**src/design/ack_retransmit_tracker_top_assert.svh**
```systemverilog
// ---------------------------------------------------------------------------
// Assertion macros for the acknowledgement retransmit tracker
// Shared property templates used by the top level.
// ---------------------------------------------------------------------------
`ifndef ACK_RETRANSMIT_TRACKER_TOP_ASSERT_SVH
`define ACK_RETRANSMIT_TRACKER_TOP_ASSERT_SVH

// Same-cycle implication, checked on every clock edge out of reset.
`define ART_ASSERT_IMP(lbl, ante, cons) \
    lbl: assert property (@(posedge clk) disable iff (!rst_n) (ante) |-> (cons)) \
        else $error("tracker check failed");

// Next-cycle implication, checked on every clock edge out of reset.
`define ART_ASSERT_NXT(lbl, ante, cons) \
    lbl: assert property (@(posedge clk) disable iff (!rst_n) (ante) |=> (cons)) \
        else $error("tracker check failed");

`endif

```
**src/design/art_pkg.sv**
```systemverilog
`timescale 1ns / 1ps
// ---------------------------------------------------------------------------
// Tracker package
// Shared types and codes of the acknowledgement retransmit tracker.
// ---------------------------------------------------------------------------
package art_pkg;

    localparam int TABLE_DEPTH_DEF = 16;

    localparam logic [1:0] MODE_SEND = 2'd0;
    localparam logic [1:0] MODE_ACK  = 2'd1;
    localparam logic [1:0] MODE_TICK = 2'd2;
    localparam logic [1:0] MODE_NOP  = 2'd3;

    // Versions at or below this code are tracked.
    localparam logic [1:0] VER_LAST_TRACKED = 2'd1;

    localparam logic [1:0] KIND_TRACKED   = 2'd0;
    localparam logic [1:0] KIND_RESEND    = 2'd1;
    localparam logic [1:0] KIND_EXPIRED   = 2'd2;
    localparam logic [1:0] KIND_UNTRACKED = 2'd3;

    typedef enum logic [1:0] {
        OP_SEND,
        OP_SEND_UNT,
        OP_ACK,
        OP_TICK
    } art_op_t;

    typedef struct packed {
        art_op_t     op;
        logic [31:0] user;
        logic [31:0] session;
        logic [31:0] stamp;
        logic [3:0]  retries;
        logic [7:0]  timeout;
        logic [31:0] ip;
        logic [15:0] port;
    } art_cmd_t;

    typedef struct packed {
        logic [31:0] user;
        logic [31:0] session;
        logic [31:0] stamp;
        logic [3:0]  retries;
        logic [7:0]  countdown;
        logic [7:0]  reload;
        logic [31:0] ip;
        logic [15:0] port;
    } art_entry_t;

endpackage

```
**src/design/art_front.sv**
```systemverilog
`timescale 1ns / 1ps
// ---------------------------------------------------------------------------
// Tracker front end
// Accepts requests, classifies them and queues commands for the back end.
// ---------------------------------------------------------------------------
module art_front (
    input  logic             clk,
    input  logic             rst_n,
    input  logic             in_valid,
    output logic             in_stall,
    input  logic [1:0]       mode,
    input  logic [31:0]      user_id,
    input  logic [31:0]      session_id,
    input  logic [31:0]      seq_number,
    input  logic [1:0]       proto_version,
    input  logic [3:0]       retry_count,
    input  logic [7:0]       timeout_ticks,
    input  logic [31:0]      dest_ip,
    input  logic [15:0]      dest_port,
    input  logic [31:0]      ack_tag,
    output art_pkg::art_cmd_t cmd,
    output logic             cmd_valid,
    input  logic             cmd_pop
);
    import art_pkg::*;

    art_cmd_t   q_reg [2];
    logic       wr_ptr_reg;
    logic       rd_ptr_reg;
    logic [1:0] cnt_reg;
    art_cmd_t   new_cmd;
    logic       push;
    logic       pop;

    always_comb
    begin
        new_cmd.user    = user_id;
        new_cmd.session = session_id;
        new_cmd.retries = retry_count;
        new_cmd.timeout = timeout_ticks;
        new_cmd.ip      = dest_ip;
        new_cmd.port    = dest_port;
        new_cmd.stamp   = user_id + seq_number;
        case (mode)
            MODE_SEND:
            begin
                new_cmd.op = (proto_version <= VER_LAST_TRACKED) ? OP_SEND : OP_SEND_UNT;
            end
            MODE_ACK:
            begin
                new_cmd.op    = OP_ACK;
                new_cmd.stamp = ack_tag;
            end
            default:
            begin
                new_cmd.op = OP_TICK;
            end
        endcase
    end

    assign in_stall  = (cnt_reg == 2'd2);
    // A no-operation request is taken and dropped here.
    assign push      = in_valid && !in_stall && (mode != MODE_NOP);
    assign cmd_valid = (cnt_reg != 2'd0);
    assign pop       = cmd_pop && cmd_valid;
    assign cmd       = q_reg[rd_ptr_reg];

    always_ff @(posedge clk)
    begin
        if (push)
        begin
            q_reg[wr_ptr_reg] <= new_cmd;
        end
    end

    always_ff @(posedge clk or negedge rst_n)
    begin
        if (!rst_n)
        begin
            wr_ptr_reg <= 1'b0;
            rd_ptr_reg <= 1'b0;
            cnt_reg    <= 2'd0;
        end
        else
        begin
            if (push)
            begin
                wr_ptr_reg <= !wr_ptr_reg;
            end
            if (pop)
            begin
                rd_ptr_reg <= !rd_ptr_reg;
            end
            cnt_reg <= cnt_reg + {1'b0, push} - {1'b0, pop};
        end
    end

endmodule

```
**src/design/art_back.sv**
```systemverilog
`timescale 1ns / 1ps
// ---------------------------------------------------------------------------
// Tracker back end
// Walks the entry table one slot at a time (an untracked send skips the walk) and produces results.
// ---------------------------------------------------------------------------
module art_back #(
    parameter int TABLE_DEPTH = art_pkg::TABLE_DEPTH_DEF
) (
    input  logic              clk,
    input  logic              rst_n,
    input  art_pkg::art_cmd_t cmd,
    input  logic              cmd_valid,
    output logic              cmd_pop,
    output logic              out_valid,
    input  logic              out_stall,
    output logic [1:0]        kind,
    output logic [3:0]        slot,
    output logic [31:0]       stamp,
    output logic [31:0]       owner_id,
    output logic [31:0]       resend_ip,
    output logic [15:0]       resend_port,
    output logic              last
);
    import art_pkg::*;

    localparam int IDX_W = (TABLE_DEPTH > 1) ? $clog2(TABLE_DEPTH) : 1;
    localparam logic [IDX_W-1:0] IDX_LAST = IDX_W'(TABLE_DEPTH - 1);

    typedef enum logic [2:0] {
        S_IDLE,
        S_RD,
        S_EX,
        S_SWR,
        S_FIN
    } state_t;

    state_t            state_reg;
    art_cmd_t          cur_reg;
    logic [IDX_W-1:0]  idx_reg;
    logic              valid_reg [TABLE_DEPTH];
    art_entry_t        mem [TABLE_DEPTH];
    art_entry_t        rd_word_reg;

    logic              peer_found_reg;
    logic [7:0]        peer_reload_reg;
    logic [31:0]       peer_ip_reg;
    logic [15:0]       peer_port_reg;
    logic              free_found_reg;
    logic [IDX_W-1:0]  free_idx_reg;

    // Held tick result; it goes out once the next one (or the end) is known.
    logic              pend_valid_reg;
    logic [1:0]        pend_kind_reg;
    logic [3:0]        pend_slot_reg;
    art_entry_t        pend_ent_reg;

    logic              out_valid_reg;
    logic [1:0]        out_kind_reg;
    logic [3:0]        out_slot_reg;
    logic [31:0]       out_stamp_reg;
    logic [31:0]       out_owner_reg;
    logic [31:0]       out_ip_reg;
    logic [15:0]       out_port_reg;
    logic              out_last_reg;

    art_entry_t        ent;
    logic              vld;
    logic              umatch;
    logic              purge;
    logic              keep;
    logic              ev_resend;
    logic              ev_expire;
    logic              free_t;
    logic [3:0]        rt1;
    logic [7:0]        cd1;
    logic [7:0]        cd2;
    logic              out_free;
    logic              stall_ex;
    logic [IDX_W+3:0]  idx_ext;
    logic              mem_we;
    logic [IDX_W-1:0]  mem_waddr;
    art_entry_t        mem_wdata;
    logic              send_ok;

    assign out_free = !out_valid_reg || !out_stall;
    assign cmd_pop  = (state_reg == S_IDLE);
    assign idx_ext  = {4'b0000, idx_reg};
    assign send_ok  = (cur_reg.op == OP_SEND) && free_found_reg;

    always_comb
    begin
        ent       = rd_word_reg;
        vld       = valid_reg[idx_reg];
        umatch    = (ent.user == cur_reg.user);
        purge     = vld && umatch && (ent.session != cur_reg.session);
        keep      = vld && !purge;
        ev_resend = vld && (ent.countdown == 8'd0) && (ent.retries != 4'd0);
        rt1       = ev_resend ? (ent.retries - 4'd1) : ent.retries;
        cd1       = ev_resend ? ent.reload : ent.countdown;
        free_t    = vld && (cd1 == 8'd0) && (rt1 == 4'd0);
        ev_expire = free_t && !ev_resend;
        cd2       = (cd1 != 8'd0) ? (cd1 - 8'd1) : cd1;
        stall_ex  = (cur_reg.op == OP_TICK) && (ev_resend || ev_expire)
                    && pend_valid_reg && !out_free;

        mem_we    = 1'b0;
        mem_waddr = idx_reg;
        mem_wdata = ent;
        if ((state_reg == S_EX) && (cur_reg.op == OP_TICK) && vld && !free_t && !stall_ex)
        begin
            mem_we              = 1'b1;
            mem_wdata.retries   = rt1;
            mem_wdata.countdown = cd2;
        end
        else if ((state_reg == S_SWR) && send_ok && out_free)
        begin
            mem_we              = 1'b1;
            mem_waddr           = free_idx_reg;
            mem_wdata.user      = cur_reg.user;
            mem_wdata.session   = cur_reg.session;
            mem_wdata.stamp     = cur_reg.stamp;
            mem_wdata.retries   = cur_reg.retries;
            mem_wdata.countdown = peer_found_reg ? peer_reload_reg : cur_reg.timeout;
            mem_wdata.reload    = peer_found_reg ? peer_reload_reg : cur_reg.timeout;
            mem_wdata.ip        = peer_found_reg ? peer_ip_reg : cur_reg.ip;
            mem_wdata.port      = peer_found_reg ? peer_port_reg : cur_reg.port;
        end
    end

    always_ff @(posedge clk)
    begin
        if (mem_we)
        begin
            mem[mem_waddr] <= mem_wdata;
        end
        rd_word_reg <= mem[idx_reg];
    end

    always_ff @(posedge clk or negedge rst_n)
    begin
        if (!rst_n)
        begin
            state_reg      <= S_IDLE;
            idx_reg        <= '0;
            peer_found_reg <= 1'b0;
            free_found_reg <= 1'b0;
            pend_valid_reg <= 1'b0;
            out_valid_reg  <= 1'b0;
            for (int i = 0; i < TABLE_DEPTH; i++)
            begin
                valid_reg[i] <= 1'b0;
            end
        end
        else
        begin
            if (out_free)
            begin
                out_valid_reg <= 1'b0;
            end
            case (state_reg)
                S_IDLE:
                begin
                    if (cmd_valid)
                    begin
                        cur_reg        <= cmd;
                        idx_reg        <= '0;
                        peer_found_reg <= 1'b0;
                        free_found_reg <= 1'b0;
                        state_reg      <= (cmd.op == OP_SEND_UNT) ? S_SWR : S_RD;
                    end
                end
                S_RD:
                begin
                    state_reg <= S_EX;
                end
                S_EX:
                begin
                    if (!stall_ex)
                    begin
                        case (cur_reg.op)
                            OP_SEND:
                            begin
                                if (purge)
                                begin
                                    valid_reg[idx_reg] <= 1'b0;
                                end
                                if (keep && umatch && !peer_found_reg)
                                begin
                                    peer_found_reg  <= 1'b1;
                                    peer_reload_reg <= ent.reload;
                                    peer_ip_reg     <= ent.ip;
                                    peer_port_reg   <= ent.port;
                                end
                                if (!keep && !free_found_reg)
                                begin
                                    free_found_reg <= 1'b1;
                                    free_idx_reg   <= idx_reg;
                                end
                            end
                            OP_ACK:
                            begin
                                if (vld && umatch && (ent.stamp == cur_reg.stamp))
                                begin
                                    valid_reg[idx_reg] <= 1'b0;
                                end
                            end
                            OP_TICK:
                            begin
                                if (free_t)
                                begin
                                    valid_reg[idx_reg] <= 1'b0;
                                end
                                if (ev_resend || ev_expire)
                                begin
                                    if (pend_valid_reg)
                                    begin
                                        out_valid_reg <= 1'b1;
                                        out_kind_reg  <= pend_kind_reg;
                                        out_slot_reg  <= pend_slot_reg;
                                        out_stamp_reg <= pend_ent_reg.stamp;
                                        out_owner_reg <= pend_ent_reg.user;
                                        out_ip_reg    <= pend_ent_reg.ip;
                                        out_port_reg  <= pend_ent_reg.port;
                                        out_last_reg  <= 1'b0;
                                    end
                                    pend_valid_reg <= 1'b1;
                                    pend_kind_reg  <= ev_resend ? KIND_RESEND : KIND_EXPIRED;
                                    pend_slot_reg  <= idx_ext[3:0];
                                    pend_ent_reg   <= ent;
                                end
                            end
                            default:
                            begin
                            end
                        endcase
                        if (idx_reg == IDX_LAST)
                        begin
                            case (cur_reg.op)
                                OP_SEND: state_reg <= S_SWR;
                                OP_TICK: state_reg <= S_FIN;
                                default: state_reg <= S_IDLE;
                            endcase
                        end
                        else
                        begin
                            idx_reg   <= idx_reg + 1'b1;
                            state_reg <= S_RD;
                        end
                    end
                end
                S_SWR:
                begin
                    if (out_free)
                    begin
                        out_valid_reg <= 1'b1;
                        out_stamp_reg <= cur_reg.stamp;
                        out_owner_reg <= cur_reg.user;
                        out_last_reg  <= 1'b1;
                        if (send_ok)
                        begin
                            valid_reg[free_idx_reg] <= 1'b1;
                            out_kind_reg <= KIND_TRACKED;
                            out_slot_reg <= 4'({4'b0000, free_idx_reg});
                            out_ip_reg   <= peer_found_reg ? peer_ip_reg : cur_reg.ip;
                            out_port_reg <= peer_found_reg ? peer_port_reg : cur_reg.port;
                        end
                        else
                        begin
                            out_kind_reg <= KIND_UNTRACKED;
                            out_slot_reg <= 4'd0;
                            out_ip_reg   <= 32'd0;
                            out_port_reg <= 16'd0;
                        end
                        state_reg <= S_IDLE;
                    end
                end
                S_FIN:
                begin
                    if (!pend_valid_reg)
                    begin
                        state_reg <= S_IDLE;
                    end
                    else if (out_free)
                    begin
                        out_valid_reg  <= 1'b1;
                        out_kind_reg   <= pend_kind_reg;
                        out_slot_reg   <= pend_slot_reg;
                        out_stamp_reg  <= pend_ent_reg.stamp;
                        out_owner_reg  <= pend_ent_reg.user;
                        out_ip_reg     <= pend_ent_reg.ip;
                        out_port_reg   <= pend_ent_reg.port;
                        out_last_reg   <= 1'b1;
                        pend_valid_reg <= 1'b0;
                        state_reg      <= S_IDLE;
                    end
                end
                default:
                begin
                    state_reg <= S_IDLE;
                end
            endcase
        end
    end

    assign out_valid   = out_valid_reg;
    assign kind        = out_kind_reg;
    assign slot        = out_slot_reg;
    assign stamp       = out_stamp_reg;
    assign owner_id    = out_owner_reg;
    assign resend_ip   = out_ip_reg;
    assign resend_port = out_port_reg;
    assign last        = out_last_reg;

endmodule

```
**src/design/ack_retransmit_tracker_top.sv**
```systemverilog
`timescale 1ns / 1ps
// ---------------------------------------------------------------------------
// Acknowledgement retransmit tracker
// Table of sent packets awaiting acknowledgement, with resend timers.
// ---------------------------------------------------------------------------
// Flow: a request passes through the queue to the back end, which reads and
// then updates each slot in turn and registers each result on the output;
// an untracked send skips the table walk and goes straight to the output.
// The back end takes the next request only once it is back in idle; an output
// stall on a send or tick result can hold it back.
// Reset: asynchronous, clears all valid bits, the queue and the output stage.
module ack_retransmit_tracker_top #(
    parameter int TABLE_DEPTH = art_pkg::TABLE_DEPTH_DEF
) (
    input  logic        clk,
    input  logic        rst_n,
    input  logic        in_valid,
    output logic        in_stall,
    input  logic [1:0]  mode,
    input  logic [31:0] user_id,
    input  logic [31:0] session_id,
    input  logic [31:0] seq_number,
    input  logic [1:0]  proto_version,
    input  logic [3:0]  retry_count,
    input  logic [7:0]  timeout_ticks,
    input  logic [31:0] dest_ip,
    input  logic [15:0] dest_port,
    input  logic [31:0] ack_tag,
    output logic        out_valid,
    input  logic        out_stall,
    output logic [1:0]  kind,
    output logic [3:0]  slot,
    output logic [31:0] stamp,
    output logic [31:0] owner_id,
    output logic [31:0] resend_ip,
    output logic [15:0] resend_port,
    output logic        last
);
    import art_pkg::*;

    `include "ack_retransmit_tracker_top_assert.svh"

    // Commands pass from the classifier to the table sequencer through a
    // two-entry queue; the input stalls only when that queue is full.
    art_cmd_t cmd;
    logic     cmd_valid;
    logic     cmd_pop;

    // True when the result on the output belongs to a send request.
    logic     res_is_send;
    // True when the result carries no slot and no destination.
    logic     res_no_dest;

    art_front u_front (
        .clk           (clk),
        .rst_n         (rst_n),
        .in_valid      (in_valid),
        .in_stall      (in_stall),
        .mode          (mode),
        .user_id       (user_id),
        .session_id    (session_id),
        .seq_number    (seq_number),
        .proto_version (proto_version),
        .retry_count   (retry_count),
        .timeout_ticks (timeout_ticks),
        .dest_ip       (dest_ip),
        .dest_port     (dest_port),
        .ack_tag       (ack_tag),
        .cmd           (cmd),
        .cmd_valid     (cmd_valid),
        .cmd_pop       (cmd_pop)
    );

    // The back end owns the table and the output register; tick results are
    // held one deep so the final one can be flagged as last.
    art_back #(
        .TABLE_DEPTH (TABLE_DEPTH)
    ) u_back (
        .clk         (clk),
        .rst_n       (rst_n),
        .cmd         (cmd),
        .cmd_valid   (cmd_valid),
        .cmd_pop     (cmd_pop),
        .out_valid   (out_valid),
        .out_stall   (out_stall),
        .kind        (kind),
        .slot        (slot),
        .stamp       (stamp),
        .owner_id    (owner_id),
        .resend_ip   (resend_ip),
        .resend_port (resend_port),
        .last        (last)
    );

    assign res_is_send = (kind == KIND_TRACKED) || (kind == KIND_UNTRACKED);
    assign res_no_dest = (slot == 4'd0) && (resend_ip == 32'd0) && (resend_port == 16'd0);

    // A send always yields exactly one result, so it carries last.
    `ART_ASSERT_IMP(a_send_single, out_valid && res_is_send, last)
    // A rejected send reports no slot and no destination.
    `ART_ASSERT_IMP(a_untracked_zero, out_valid && kind == KIND_UNTRACKED, res_no_dest)
    // A result taken without last is followed by another tick result.
    `ART_ASSERT_NXT(a_more_follows, out_valid && !out_stall && !last, !(out_valid && res_is_send))

endmodule

```
**config.mk**
```make
export PLATFORM = sky130hd
export DESIGN_NAME = ack_retransmit_tracker_top
export DESIGN_NICKNAME = d
export VERILOG_FILES = /design/src/design/art_pkg.sv /design/src/design/art_front.sv /design/src/design/art_back.sv /design/src/design/ack_retransmit_tracker_top.sv
export VERILOG_INCLUDE_DIRS = /design/src /design/src/design
export SDC_FILE = /design/constraint.sdc
export NUM_CORES = 2
export LEC_CHECK = 0
export BUFFER_PORTS_ARGS = -buffer_cell sky130_fd_sc_hd__buf_2
export CAP_MARGIN = 20
export CORE_MARGIN = 1
export CORE_UTILIZATION = 40
export DETAILED_ROUTE_END_ITERATION = 16
export GPL_TIMING_DRIVEN = 0
export REMOVE_ABC_BUFFERS = 1
export SLEW_MARGIN = 10
export SYNTH_ARGS = -nofsm -noshare
export SYNTH_HDL_FRONTEND = slang
export SYNTH_SLANG_ARGS = --single-unit
```
**constraint.sdc**
```tcl
create_clock -name clk -period 21.4 [get_ports clk]
set_input_delay 2.14 -clock clk [delete_from_list [all_inputs] [get_ports clk]]
set_output_delay 2.14 -clock clk [all_outputs]
set_load 0.02 [all_outputs]
```
==> impl_summary.md <==
Detailed routing
The final routed wire length divided by cell count is roughly 29 µm. The via count normalized by instance count is between 5 and 6. The routed wire length is around 350000 µm.

The remaining routing DRC violations is 0. The overall via count from detail_route is roughly 66k. The detailed router finished its first iteration with about 7.0k violations.

The detail route stage leaves a number of antenna-violating nets equal to 0. The detailed-routing iteration count for the pre-antenna-repair pass is 5.

Finish
The final instance count without filler cells is 11.9k. Across the whole layout, storage elements account for about 110000 µm². The area taken by multi-input logic gates is about 28000 µm². The layout-stage area growth over the synthesis result is 19.0%. The proportion of layout cells with a drive suffix above 1 is 30.3%. The register with the most flip-flops in the layout has about 2.6k of them. The final layout contains roughly 7.3k nets.

At the end of the flow the core is filled with cells to between 40% and 50%. After filler insertion, the fill cell instance count of the layout stands at approximately 27k. Once layout is done, the placed cells without fillers occupy 161000 µm².

Synthesis
The cell accounting for the most synthesized area is edfxtp_1. In this run, synthesis inferred ~3.4k flip-flops with an integrated enable. The number of unique standard cell types used by synthesis is 66. Counting every instance in the synthesized netlist gives 6315. The post-synthesis sequential area ratio is approximately 78%. After synthesis the netlist holds a flip-flop and latch count of approximately 3.6k. The combined area of all synthesized cells is around 140000 µm². Counting flops with an async set or reset pin after synthesis yields a share of less than 1%. The number of warning messages in the yosys log is 0.

After synthesis, the cell types taking the most area are edfxtp_1, mux4_2, dfxtp_1. In the post-synthesis netlist, the cell with the most instances is edfxtp_1. The most used flip-flop cell after synthesis is edfxtp_1. Summed over its instances, the top area cell type makes up 75.3% of the synthesized netlist area. The average cell area after synthesis is between 20 and 25 µm². After synthesis, the most frequently instantiated cells are edfxtp_1, mux4_2, nand2_1, clkbuf_1, dfxtp_1.

Critical path
The worst setup path is captured at a register. The capture point of the worst reg-to-reg path is u_back.mem[7][135]$_DFFE_PP_. The kind of start point of the critical path is a register. The critical path's most frequent cell is buf_16.

The highest-delay cell along the critical path is dfrtp_4. The required time reported for the critical path endpoint is 22.00 ns. At the worst endpoint, the arrival time is about 8 ns. Walking the worst path, the cells encountered are buf_16, mux4_2, mux4_2, and2_1, a21oi_1, ha_1, nor3b_1, nand2b_1, nor4_1, nand4b_1, nand2b_1, nor2_1, a21oi_1, nor2_4, buf_12, buf_12, buf_12, buf_16, buf_16, buf_16. The largest fanout of any net on the critical path is 32. The start-to-end type of the worst setup path is reg2reg. The setup check on the worst reg-to-reg path leaves a slack of 13.89 ns.

In this run the critical register-to-register path is launched from u_back.idx_reg[3]$_DFFE_PN0P_. On the worst path, the slowest cell contributes a delay of between 0.9 and 1 ns. The number of cell instances on the worst register-to-register path is 20.

Worst hold path
The number of stages on the worst hold path is 0. The path type of the worst min-delay path is reg2reg. In this run the most critical hold path is launched from u_back.ent[7]$_DFF_P_. For hold timing, the worst endpoint is u_back.peer_port_reg[7]$_DFFE_PP_.

STA
The worst-case clock skew is 0.0512 ns. The final hold violation count is 0. The relative max-transition margin is between 20% and 30%. The final-report max-slew violation count was 0. The highest achievable clock rate is around 130 MHz. The post-layout minimum cycle time is 7.51 ns. The worst path setup slack after routing is 13.89 ns. The final period utilization is 35.1%. Setup repair after global routing left no endpoint under its margin.

The setup TNS is 0 ns. At the pin with the least slew margin, the transition time is 1.19 ns. Setup violations remaining at the end of the flow were counted as 0.

Clock tree
TritonCTS built the clock tree. The clock-pin transition on the worst setup and hold timing paths is roughly 0.060 ns. In this run the number of H-tree levels came out at 5. The total CTS buffers is approximately 360. The deepest clock path buffer count is 4.

The tree is rooted in a clkbuf_16. The hold buffer count at cts is 0. The number of gates resized after CTS is 0.

The later pin in the worst-skew pair is clocked with a latency of about 0.90 ns. The number of setup buffers added after CTS is 0. The clock drives between 3k and 4k sinks.

Power
The peak ir drop on the vdd network is between 0.00008 and 0.00009 V. Dividing total power by cell area gives a power density of between 100 and 150 nW/µm². The leakage power total is a little over 50 nW.

GRT
The pin count of the biggest net entering global routing is 53. The via count of the first global-routing pass was a little under 70k. The initial antenna violation count was 33.

The global-route wire length before repair is between 400000 and 500000 µm. For this run, the total global-route usage over all layers was measured as slightly above 20%. After global routing the overflow that remains totals 0.

Placed design
The standard cell area after detailed placement is ~150000 µm². At the placement stage, the worst setup path has a slack of roughly 14 ns. The total instance count after detailed placement is about 11k.

The placed wire-length estimate is approximately 230000 µm. The number of I/O port buffers is about 320. The congestion estimate from routability-driven global placement came to 0.773.

Run status
The run finished with clean final reports.

Floorplan
The core area is approximately 340000 µm². Once the floorplan was initialized, standard cells occupied between 40% and 50% of the core. In this run the core area contains approximately 210 standard-cell rows. The die extent in x is just under 600 µm. The floorplan step defined a die boundary enclosing ~340000 µm².

In this run the vertical extent of the chip is about 580 µm. between 300 and 400 I/O pins were placed.

Job
Across the run, the number of max-cap violations was 0.
-- layer usage --
layer  part of all wire, %  track usage [%]
met1                    42             28.3
met4                   2.6             5.18
met2                    49             33.8
met3                   6.7             2.84
met5                 0.010                0
-- cell families (layout without fill, tap and decap cells) --
family                   after synthesis  after routing  share of synthesized area, %
AO/OA/AOI/OAI                        327            327                          1.46
XOR/XNOR                             131            131                         0.847
adder cells (fa/ha/maj)               44             44                         0.412
buffers and inverters                319           1359                         0.890
flip-flops                          3590           3590                          78.3
multiplexers                        1047           1047                          15.5
other                                  0             16                             0
AND/OR/NAND/NOR                      857            857                          2.61
-- through the flow --
stage	hold slack [ns]	power, mW
finish	0.446	19.6
global route	0.459	20.2
CTS	0.447	19.7
detailed placement	0.437	13.4
global placement	0.427	15.4
floorplan	0.425	13.9
-- worst max-delay path: cells and delay by family, from the launching register on --
kind            cells  cell delay (ns)
compound gates      2             1.00
flops               1             0.91
simple gates        8             2.52
mux                 2             0.97
buf+inv             7             1.47
fa+ha+maj           1             0.23
-- layout by cell type, fill, tap and decap left out, types with 16 or more instances in the layout --
cell type,instances
edfxtp_1,3395
mux4_2,825
nand2_1,633
clkbuf_16,363
buf_2,356
dfxtp_1,164
mux2_2,159
buf_12,151
buf_16,143
o21ai_0,140
clkbuf_1,88
xor2_1,80
nor2_1,72
mux2i_1,63
a21oi_1,59
clkinv_2,57
xnor2_1,51
clkinv_1,48
ha_1,43
bufinv_16,41
inv_1,30
clkbuf_8,26
a21o_1,25
dfrtp_1,25
nor2_4,21
nand4_1,20
nor4_1,18
nand3_1,18
diode_2,16
o21ai_1,16
-- where the power goes --
part           internal (mW)  switching (mW)  total, mW  leakage, nW
sequential              9.00           0.326       9.33         32.4
combinational           1.63            2.28       3.91         13.5
clock                   3.70            2.61       6.31         5.73
total                   14.3            5.22       19.6         51.6
-- how the worst max path moves through the flow --
stage | startpoint | end | slack (ns) | depth (start not counted)
finish | u_back.idx_reg[3]$_DFFE_PN0P_ | u_back.mem[7][135]$_DFFE_PP_ | 13.89 | 20
global route | u_back.idx_reg[3]$_DFFE_PN0P_ | u_back.mem[7][135]$_DFFE_PP_ | 13.78 | 20
CTS | u_back.idx_reg[3]$_DFFE_PN0P_ | u_back.mem[7][135]$_DFFE_PP_ | 13.95 | 20
detailed placement | u_back.idx_reg[3]$_DFFE_PN0P_ | u_back.mem[7][135]$_DFFE_PP_ | 14.04 | 20
global placement | u_back.idx_reg[0]$_DFFE_PN0P_ | u_back.resend_ip[17]$_DFFE_PP_ | -47.14 | 13
floorplan | u_back.idx_reg[0]$_DFFE_PN0P_ | u_back.kind[0]$_DFFE_PP_ | -18.39 | 13
-- layout make-up --
cell class,instances,area share (%)
clock buffer,477,6.07
tap,4515,3.51
multi-input combinational,2406,17.7
timing repair buffer,680,5.63
antenna,16,0.0249
clock inverter,172,1.22
inverter,30,0.0699
sequential,3590,65.8
Power figures use the tool's default switching activity.
